[src/rtl/ipdpf_pkg.sv]
// shared types and constants for the destination port allow filter
package ipdpf_pkg;

   localparam int TableEntries = 64;
   localparam int TableIdxW    = (TableEntries > 1) ? $clog2(TableEntries) : 1;

   localparam logic [3:0]  IhlMask     = 4'hF;
   localparam logic [15:0] ProtoOffset = 16'd9;
   localparam logic [15:0] PortOffset  = 16'd2;
   localparam logic [7:0]  ProtoTcp    = 8'd6;
   localparam logic [7:0]  ProtoUdp    = 8'd17;

   typedef enum logic [1:0] {
      CMD_BYTE   = 2'd0,
      CMD_ADD    = 2'd1,
      CMD_REMOVE = 2'd2,
      CMD_NONE   = 2'd3
   } cmd_type;

   typedef enum logic [1:0] {
      ST_DONE   = 2'd0,
      ST_FULL   = 2'd1,
      ST_ABSENT = 2'd2
   } status_type;

   // work item handed from front to back
   typedef struct packed {
      cmd_type     kind;
      logic        check_port;
      logic [15:0] port;
      logic [15:0] length;
   } job_type;

   // one result item
   typedef struct packed {
      logic        result_kind;
      logic        pass;
      logic [15:0] return_length;
      logic [1:0]  table_status;
      logic [31:0] passed_count;
      logic [31:0] dropped_count;
   } rsp_type;

endpackage

[src/rtl/ipdpf_front.sv]
// front: parses packet bytes and turns items into jobs
module ipdpf_front (
   input  logic              clock,
   input  logic              reset,
   input  logic              in_valid,
   output logic              in_ready,
   input  logic [1:0]        in_cmd,
   input  logic [7:0]        in_byte,
   input  logic              in_last,
   input  logic [15:0]       in_port,
   output logic              job_valid,
   input  logic              job_ready,
   output ipdpf_pkg::job_type job
);
   import ipdpf_pkg::*;

   logic [15:0] offset_ff, offset_in;
   logic [7:0]  proto_ff, proto_in;
   logic [3:0]  words_ff, words_in;
   logic [15:0] dport_ff, dport_in;
   logic        jvalid_ff, jvalid_in;
   job_type     job_ff, job_in;
   logic        take;
   logic [15:0] hlen;
   logic [7:0]  proto_now;
   logic [3:0]  words_now;
   cmd_type     cmd;

   assign cmd       = cmd_type'(in_cmd);
   assign in_ready  = !jvalid_ff || job_ready;
   assign take      = in_valid && in_ready;
   assign job_valid = jvalid_ff;
   assign job       = job_ff;

   // header field capture
   always_comb begin
      words_now = (offset_ff == 16'd0) ? (in_byte[3:0] & IhlMask) : words_ff;
      proto_now = (offset_ff == ProtoOffset) ? in_byte : proto_ff;
      hlen      = {10'd0, words_now, 2'b00};
      dport_in  = dport_ff;
      if (offset_ff == hlen + PortOffset) dport_in[15:8] = in_byte;
      if (offset_ff == hlen + PortOffset + 16'd1) dport_in[7:0] = in_byte;
      offset_in = offset_ff;
      words_in  = words_ff;
      proto_in  = proto_ff;
      jvalid_in = jvalid_ff && !job_ready;
      job_in    = job_ff;
      if (take) begin
         case (cmd) inside
            CMD_BYTE: begin
               if (in_last) begin
                  jvalid_in         = 1'b1;
                  job_in.kind       = CMD_BYTE;
                  job_in.check_port = (proto_now == ProtoTcp) || (proto_now == ProtoUdp);
                  job_in.port       = dport_in;
                  job_in.length     = (offset_ff == 16'hFFFF) ? 16'hFFFF
                                                              : offset_ff + 16'd1;
                  offset_in = '0;
                  words_in  = '0;
                  proto_in  = '0;
                  dport_in  = '0;
               end else begin
                  if (offset_ff != 16'hFFFF) offset_in = offset_ff + 16'd1;
                  words_in = words_now;
                  proto_in = proto_now;
               end
            end
            CMD_ADD, CMD_REMOVE: begin
               jvalid_in         = 1'b1;
               job_in.kind       = cmd;
               job_in.check_port = 1'b0;
               job_in.port       = in_port;
               job_in.length     = '0;
               dport_in          = dport_ff;
            end
            default: dport_in = dport_ff;
         endcase
      end else begin
         dport_in = dport_ff;
      end
   end

   always_ff @(posedge clock) begin
      if (reset) begin
         offset_ff <= '0;
         words_ff  <= '0;
         proto_ff  <= '0;
         dport_ff  <= '0;
         jvalid_ff <= 1'b0;
      end else begin
         offset_ff <= offset_in;
         words_ff  <= words_in;
         proto_ff  <= proto_in;
         dport_ff  <= dport_in;
         jvalid_ff <= jvalid_in;
      end
      job_ff <= job_in;
   end

endmodule

[src/rtl/ipdpf_back.sv]
// back: port table lookup, table updates and counters
module ipdpf_back (
   input  logic               clock,
   input  logic               reset,
   input  logic               job_valid,
   output logic               job_ready,
   input  ipdpf_pkg::job_type job,
   output logic               out_valid,
   input  logic               out_ready,
   output ipdpf_pkg::rsp_type out
);
   import ipdpf_pkg::*;

   logic [15:0]          ports_ff [TableEntries];
   logic [15:0]          ports_in [TableEntries];
   logic [TableEntries-1:0] valid_ff, valid_in, hit;
   logic [31:0]          pass_ff, pass_in, drop_ff, drop_in;
   logic                 ovalid_ff, ovalid_in;
   rsp_type              out_ff, out_in;
   logic                 take, found, free_any, ok;
   logic [TableIdxW-1:0] hit_idx, free_idx;

   assign job_ready = !ovalid_ff || out_ready;
   assign take      = job_valid && job_ready;
   assign out_valid = ovalid_ff;
   assign out       = out_ff;

   // parallel match and first free entry
   always_comb begin
      found    = 1'b0;
      free_any = 1'b0;
      hit_idx  = '0;
      free_idx = '0;
      for (int i = 0; i < TableEntries; i++) begin
         hit[i] = valid_ff[i] && (ports_ff[i] == job.port);
      end
      for (int i = TableEntries - 1; i >= 0; i--) begin
         if (hit[i]) begin
            found   = 1'b1;
            hit_idx = TableIdxW'(i);
         end
         if (!valid_ff[i]) begin
            free_any = 1'b1;
            free_idx = TableIdxW'(i);
         end
      end
   end

   // job execution
   always_comb begin
      ports_in  = ports_ff;
      valid_in  = valid_ff;
      pass_in   = pass_ff;
      drop_in   = drop_ff;
      ovalid_in = ovalid_ff && !out_ready;
      out_in    = out_ff;
      ok        = !job.check_port || found;
      if (take) begin
         ovalid_in = 1'b1;
         out_in    = '0;
         case (job.kind)
            CMD_BYTE: begin
               if (ok) pass_in = pass_ff + 32'd1;
               else    drop_in = drop_ff + 32'd1;
               out_in.pass          = ok;
               out_in.return_length = ok ? job.length : 16'd0;
            end
            CMD_ADD: begin
               out_in.result_kind = 1'b1;
               if (!found) begin
                  if (free_any) begin
                     ports_in[free_idx] = job.port;
                     valid_in[free_idx] = 1'b1;
                  end else begin
                     out_in.table_status = ST_FULL;
                  end
               end
            end
            default: begin
               out_in.result_kind = 1'b1;
               if (found) valid_in[hit_idx] = 1'b0;
               else       out_in.table_status = ST_ABSENT;
            end
         endcase
         out_in.passed_count  = pass_in;
         out_in.dropped_count = drop_in;
      end
   end

   always_ff @(posedge clock) begin
      if (reset) begin
         valid_ff  <= '0;
         pass_ff   <= '0;
         drop_ff   <= '0;
         ovalid_ff <= 1'b0;
      end else begin
         valid_ff  <= valid_in;
         pass_ff   <= pass_in;
         drop_ff   <= drop_in;
         ovalid_ff <= ovalid_in;
      end
      ports_ff <= ports_in;
      out_ff   <= out_in;
   end

endmodule

[src/rtl/ipv4_dest_port_allow_filter.sv]
// top level of the ipv4 destination port allow filter
// path: from input transfer to result through the front register, then the back register
// throughput: one item per cycle unless stalled; parallel compare over all entries
// non-last bytes give no result and only update parse state; unused command changes nothing
// reset: synchronous, clears parse state, table valid bits, counters and handshakes
// stall: each register stage holds its item while the stage after it is stalled
module ipv4_dest_port_allow_filter (
   input  logic        clock,
   input  logic        reset,
   input  logic        req_tvalid,
   output logic        req_tready,
   input  logic [23:0] req_tdata,  // data_byte[7:0], port_value[23:8]
   input  logic [1:0]  req_tuser,  // cmd[1:0]
   input  logic        req_tlast,  // last_byte
   output logic        rsp_tvalid,
   input  logic        rsp_tready,
   output logic [87:0] rsp_tdata,  // pass, return_length, table_status,
                                   // passed_count, dropped_count, zero pad
   output logic        rsp_tuser   // result_kind
);
   import ipdpf_pkg::*;

   logic    job_valid, job_ready;
   job_type job;
   rsp_type rsp;

   ipdpf_front u_front (
      .clock     (clock),
      .reset     (reset),
      .in_valid  (req_tvalid),
      .in_ready  (req_tready),
      .in_cmd    (req_tuser),
      .in_byte   (req_tdata[7:0]),
      .in_last   (req_tlast),
      .in_port   (req_tdata[23:8]),
      .job_valid (job_valid),
      .job_ready (job_ready),
      .job       (job)
   );

   ipdpf_back u_back (
      .clock     (clock),
      .reset     (reset),
      .job_valid (job_valid),
      .job_ready (job_ready),
      .job       (job),
      .out_valid (rsp_tvalid),
      .out_ready (rsp_tready),
      .out       (rsp)
   );

   assign rsp_tuser = rsp.result_kind;
   assign rsp_tdata = {5'd0, rsp.dropped_count, rsp.passed_count, rsp.table_status,
                       rsp.return_length, rsp.pass};

endmodule
[config.mk]
export PLATFORM = sky130hd
export DESIGN_NAME = ipv4_dest_port_allow_filter
export DESIGN_NICKNAME = d
export VERILOG_FILES = /design/src/rtl/ipdpf_pkg.sv /design/src/rtl/ipdpf_front.sv /design/src/rtl/ipdpf_back.sv /design/src/rtl/ipv4_dest_port_allow_filter.sv
export SDC_FILE = /design/constraint.sdc
export NUM_CORES = 2
export LEC_CHECK = 0
export BUFFER_PORTS_ARGS = -buffer_cell sky130_fd_sc_hd__buf_2
export CAP_MARGIN = 20
export CORE_MARGIN = 5
export CORE_UTILIZATION = 35
export CTS_BUF_LIST = sky130_fd_sc_hd__clkbuf_8
export DETAILED_ROUTE_END_ITERATION = 8
export GPL_TIMING_DRIVEN = 0
export PLACE_DENSITY = 0.63
export SYNTH_ARGS = -nofsm -noshare
export SYNTH_HDL_FRONTEND = slang
export SYNTH_SLANG_ARGS = --single-unit
[constraint.sdc]
create_clock -name clock -period 5.5 [get_ports clock]
set_clock_uncertainty 0.2 [all_clocks]
set_input_delay 0.275 -clock clock [delete_from_list [all_inputs] [get_ports clock]]
set_output_delay 0.275 -clock clock [all_outputs]
set_load 0.02 [all_outputs]
==> results by group <==
Outcome
  – Status: finished with violations
  – Failing checks: negative setup slack

Logic synthesis
  – Post-synthesis sequential area ratio: 0.614
  – Mapped Avg Cell Area: 13.0 um^2
  – Most common cell in the netlist: edfxtp_1
  – Main flop type after synthesis: edfxtp_1
  – Async set or reset register ratio after synthesis: 0
  – Post-synthesis cell count: 4728
  – EDFF count, synth: 1143
  – Area contributors post-synth: edfxtp_1 56%, xor2_1 9.0%, xnor2_1 7.2%
  – Commonest cells in the netlist: 1143 x edfxtp_1, 634 x xor2_1, 509 x xnor2_1
  – Yosys top cell area share: 0.557
  – Yosys cell types: 91
  – Synth warn: 0
  – Synth Register Bits: 1317
  – Cell taking the most area after synthesis: edfxtp_1
  – Post-Syn Area: 61600 um^2

Layout
  – Final Net Count: 5357
  – Final-layout fill cell count: 16200
  – P&R area growth vs syn: 20.2%
  – Layout cells sized above 1: 0.164
  – Finished Core Util: 0.421

Detailed routing
  – DRT Pass-1 Iters: 9
  – Via density: 5.71
  – DRT iter0 DRCs: 5970
  – Final ANT Viol Nets: 0
  – Vias: 44700
  – Routed WL: 229000 um
  – Drc violations: 0
  – Detail-routed net length per standard cell: 29.3 um

Worst setup path
  – Required time worst endpoint: 6.20 ns
  – Arrival time worst endpoint: 6.20 ns
  – Worst Setup Path Type: flop to flop
  – R2r setup slk: -0.0009 ns
  – Slowest stage cell, crit path: or4b_2
  – CP endpoint kind: flop
  – Crit path max fanout: 16
  – Worst-case reg-to-reg path depth: 16
  – Buf/Inv on CP: 6
  – Worst r2r src: u_front.job[24]
  – Crit path cell chain: buf_16 > buf_4 > buf_6 > buf_6 > buf_8 > xor2_1 > or4b_2 > nor4_4 > nor4b_1 > a211oi_1 > o311a_1 > o21ai_4 > nand2_2 > o21a_1 > buf_6 > o31a_1
  – Top Family by Delay on Critical Path: compound AO/OA/AOI/OAI gates
  – Most frequent CP cell: buf_6
  – R2R Path End: u_back.valid_ff[48]
  – Setup crit start kind: flop
  – Slowest stage delay, CP: 0.71 ns

Power and ir drop
  – Clk pwr share: 0.353
  – Pwr dens: 298 nW/um^2
  – Sequential share of power: 0.500
  – Internal: 15.8 mW
  – Peak VDD IR: 186 uV
  – Net Sw Power: 6.28 mW
  – Comb pwr share: 0.147
  – Net Sw Frac: 0.284
  – Leakage Power: 24.8 nW
  – Power, Total: 22.1 mW

Clocking
  – CTS sink count: 1317
  – Longest Clk Path Bufs: 3
  – Htree depth: 4
  – Num CTS Buffers: 204
  – Skew-Pair Late Insertion Delay: 0.98 ns
  – Worst-path clk slew: 0.06 ns
  – Clk Tree Root Cell: clkbuf_8
  – CTS tree: built

Floorplanning
  – Die width: 430 um
  – Initial core utilization: 0.351
  – Io pins: 122
  – Die ar.: 185000 um^2
  – FP Rows: 154
  – Area of the core: 176000 um^2
  – Die Y: 430 um

GRT
  – Overflow after GRT: 0
  – First-pass GRT wire length: 318000 um
  – Vias in the first global route: 43000
  – Initial antenna violation count: 5
  – Largest net degree at the start of global routing: 37
  – All-Layer GR Usage: 0.240

Worst hold path
  – Worst hold endpoint: u_back.out_valid
  – Hold crit path type: flop to flop
  – Hold Path Origin: u_front.job_valid
  – Hold-critical path depth: 2

Timing
  – Slew Viols, Final: 0
  – Slew margin rel.: 0.134
  – Final Cycle Share: 1.00
  – Achievable Freq: 0.182 GHz
  – Worst slew pin tran: 1.30 ns
  – Worst Hold Margin: 0.287 ns
  – Final WS setup: -0.000862 ns
  – Final setup viols: 1
  – Hold Violations, Final: 0
  – Unrepaired setup endpoints after global routing: false
  – Fin crit period: 5.50 ns

Placed design
  – Pre-CTS setup slack: -2.72 ns
  – Post-DP HPWL: 156000 um
  – Port buffer count: 115
  – Gpl congestion: 1.01

Flow run
  – Max Cap Viol: 0
state kept, by name (all words and copies together), names as in the netlist:
register,flops
u_back.valid_ff,64
u_front.dport_ff,16
u_back.pass_ff,32
u_front.job,35
u_back.out_valid,1
u_front.job_valid,1
u_front.offset_ff,16
u_back.ports_ff,1024
u_front.words_ff,4
u_back.drop_ff,32
u_back.out,84
u_front.proto_ff,8
cells in the final DEF (no fill, tap or decap), types with 122 or more instances in the layout:
master and instances:
buf_2 122, clkbuf_8 215, dfxtp_1 174, edfxtp_1 1143, inv_1 123, nand2_1 219, nand3_1 134, nand4_1 212
nor2_1 230, nor4_1 195, xnor2_1 509, xor2_1 630
metrics by stage:
step,TNS [ns],area (um^2),std cells
floorplan,0,61600,4732
global placement,-6699.81,65100,7187
detailed placement,-2414.66,68100,7324
CTS,0,73700,7810
global route,0,74100,7820
finish,-0.000862,74100,7822
per-layer routing:
metal / vias up / track usage / wire [um] / part of all wire
met4: 0 / 0.140 / 15300 / 0.067
li1: 18800 / - / - / -
met5: - / 0 / 0 / 0
met3: 648 / 0.0493 / 24400 / 0.11
met1: 22300 / 0.310 / 86100 / 0.38
met2: 2867 / 0.373 / 103000 / 0.45
cell families (layout without fill, tap and decap cells):
logic type	after synthesis	count (layout)	synth area share
buf+inv	249	996	0.0277
other cells	1	8	0.0000609
xor+xnor	1144	1144	0.163
fa+ha+maj	7	7	0.00142
simple gates	1607	1607	0.149
mux	24	24	0.00402
compound gates	379	379	0.0420
flops	1317	1317	0.614
what timing repair did:
| action | 4_1_cts | 5_1_grt |
|---|---|---|
| hold endpoints to repair | 142 | 0 |
| endpoints found under the setup margin | 1235 | 274 |
| resized for setup | 140 | 47 |
| hold buffers | 53 | 0 |
| pin swaps | 28 | 4 |
| buffers inserted | 69 | 8 |
| gates cloned | 0 | 0 |
worst max-delay path by stage:
stage                          startpoint                    to  slack (ns)  cells past startpoint
after floorplan           u_front.job[16]  u_back.ports_ff[624]        0.02                     14
after global placement    u_front.job[27]  u_back.ports_ff[624]       -6.53                     13
after detailed placement  u_front.job[19]  u_back.ports_ff[673]       -2.72                     18
after CTS                 u_front.job[24]        u_back.out[51]       0.005                     20
after global routing      u_front.job[22]        u_back.out[53]       0.004                     19
final                     u_front.job[24]   u_back.valid_ff[48]     -0.0009                     16
power by group through the flow:
stage               clock network, mW  registers [mW]  logic (mW)
CTS                              7.86            11.0        3.15
finish                           7.79            11.0        3.25
floorplan                           0            11.4        1.38
global route                     8.30            11.0        3.32
detailed placement                  0            11.3        2.99
global placement                    0            11.8        2.22
layout make-up:
type	instances	area [um^2]	area share
Clock buffer	214	2950	0.0398
Timing Repair Buffer	386	4580	0.0618
Clock inverter	152	782	0.0106
Inverter	57	214	0.00289
Buffer	187	1700	0.0229
Multi-Input combinational cell	3166	23100	0.312
Tap cell	2340	2930	0.0395
Sequential cell	1317	37800	0.511
Antenna cell	3	7.51	0.000101
worst min-delay path, stage by stage (launching register included):
cell     delay (ns)
dfxtp_1        0.34
nor2_1         0.05
nor2_1         0.07
(Power assumes the default switching activity.)
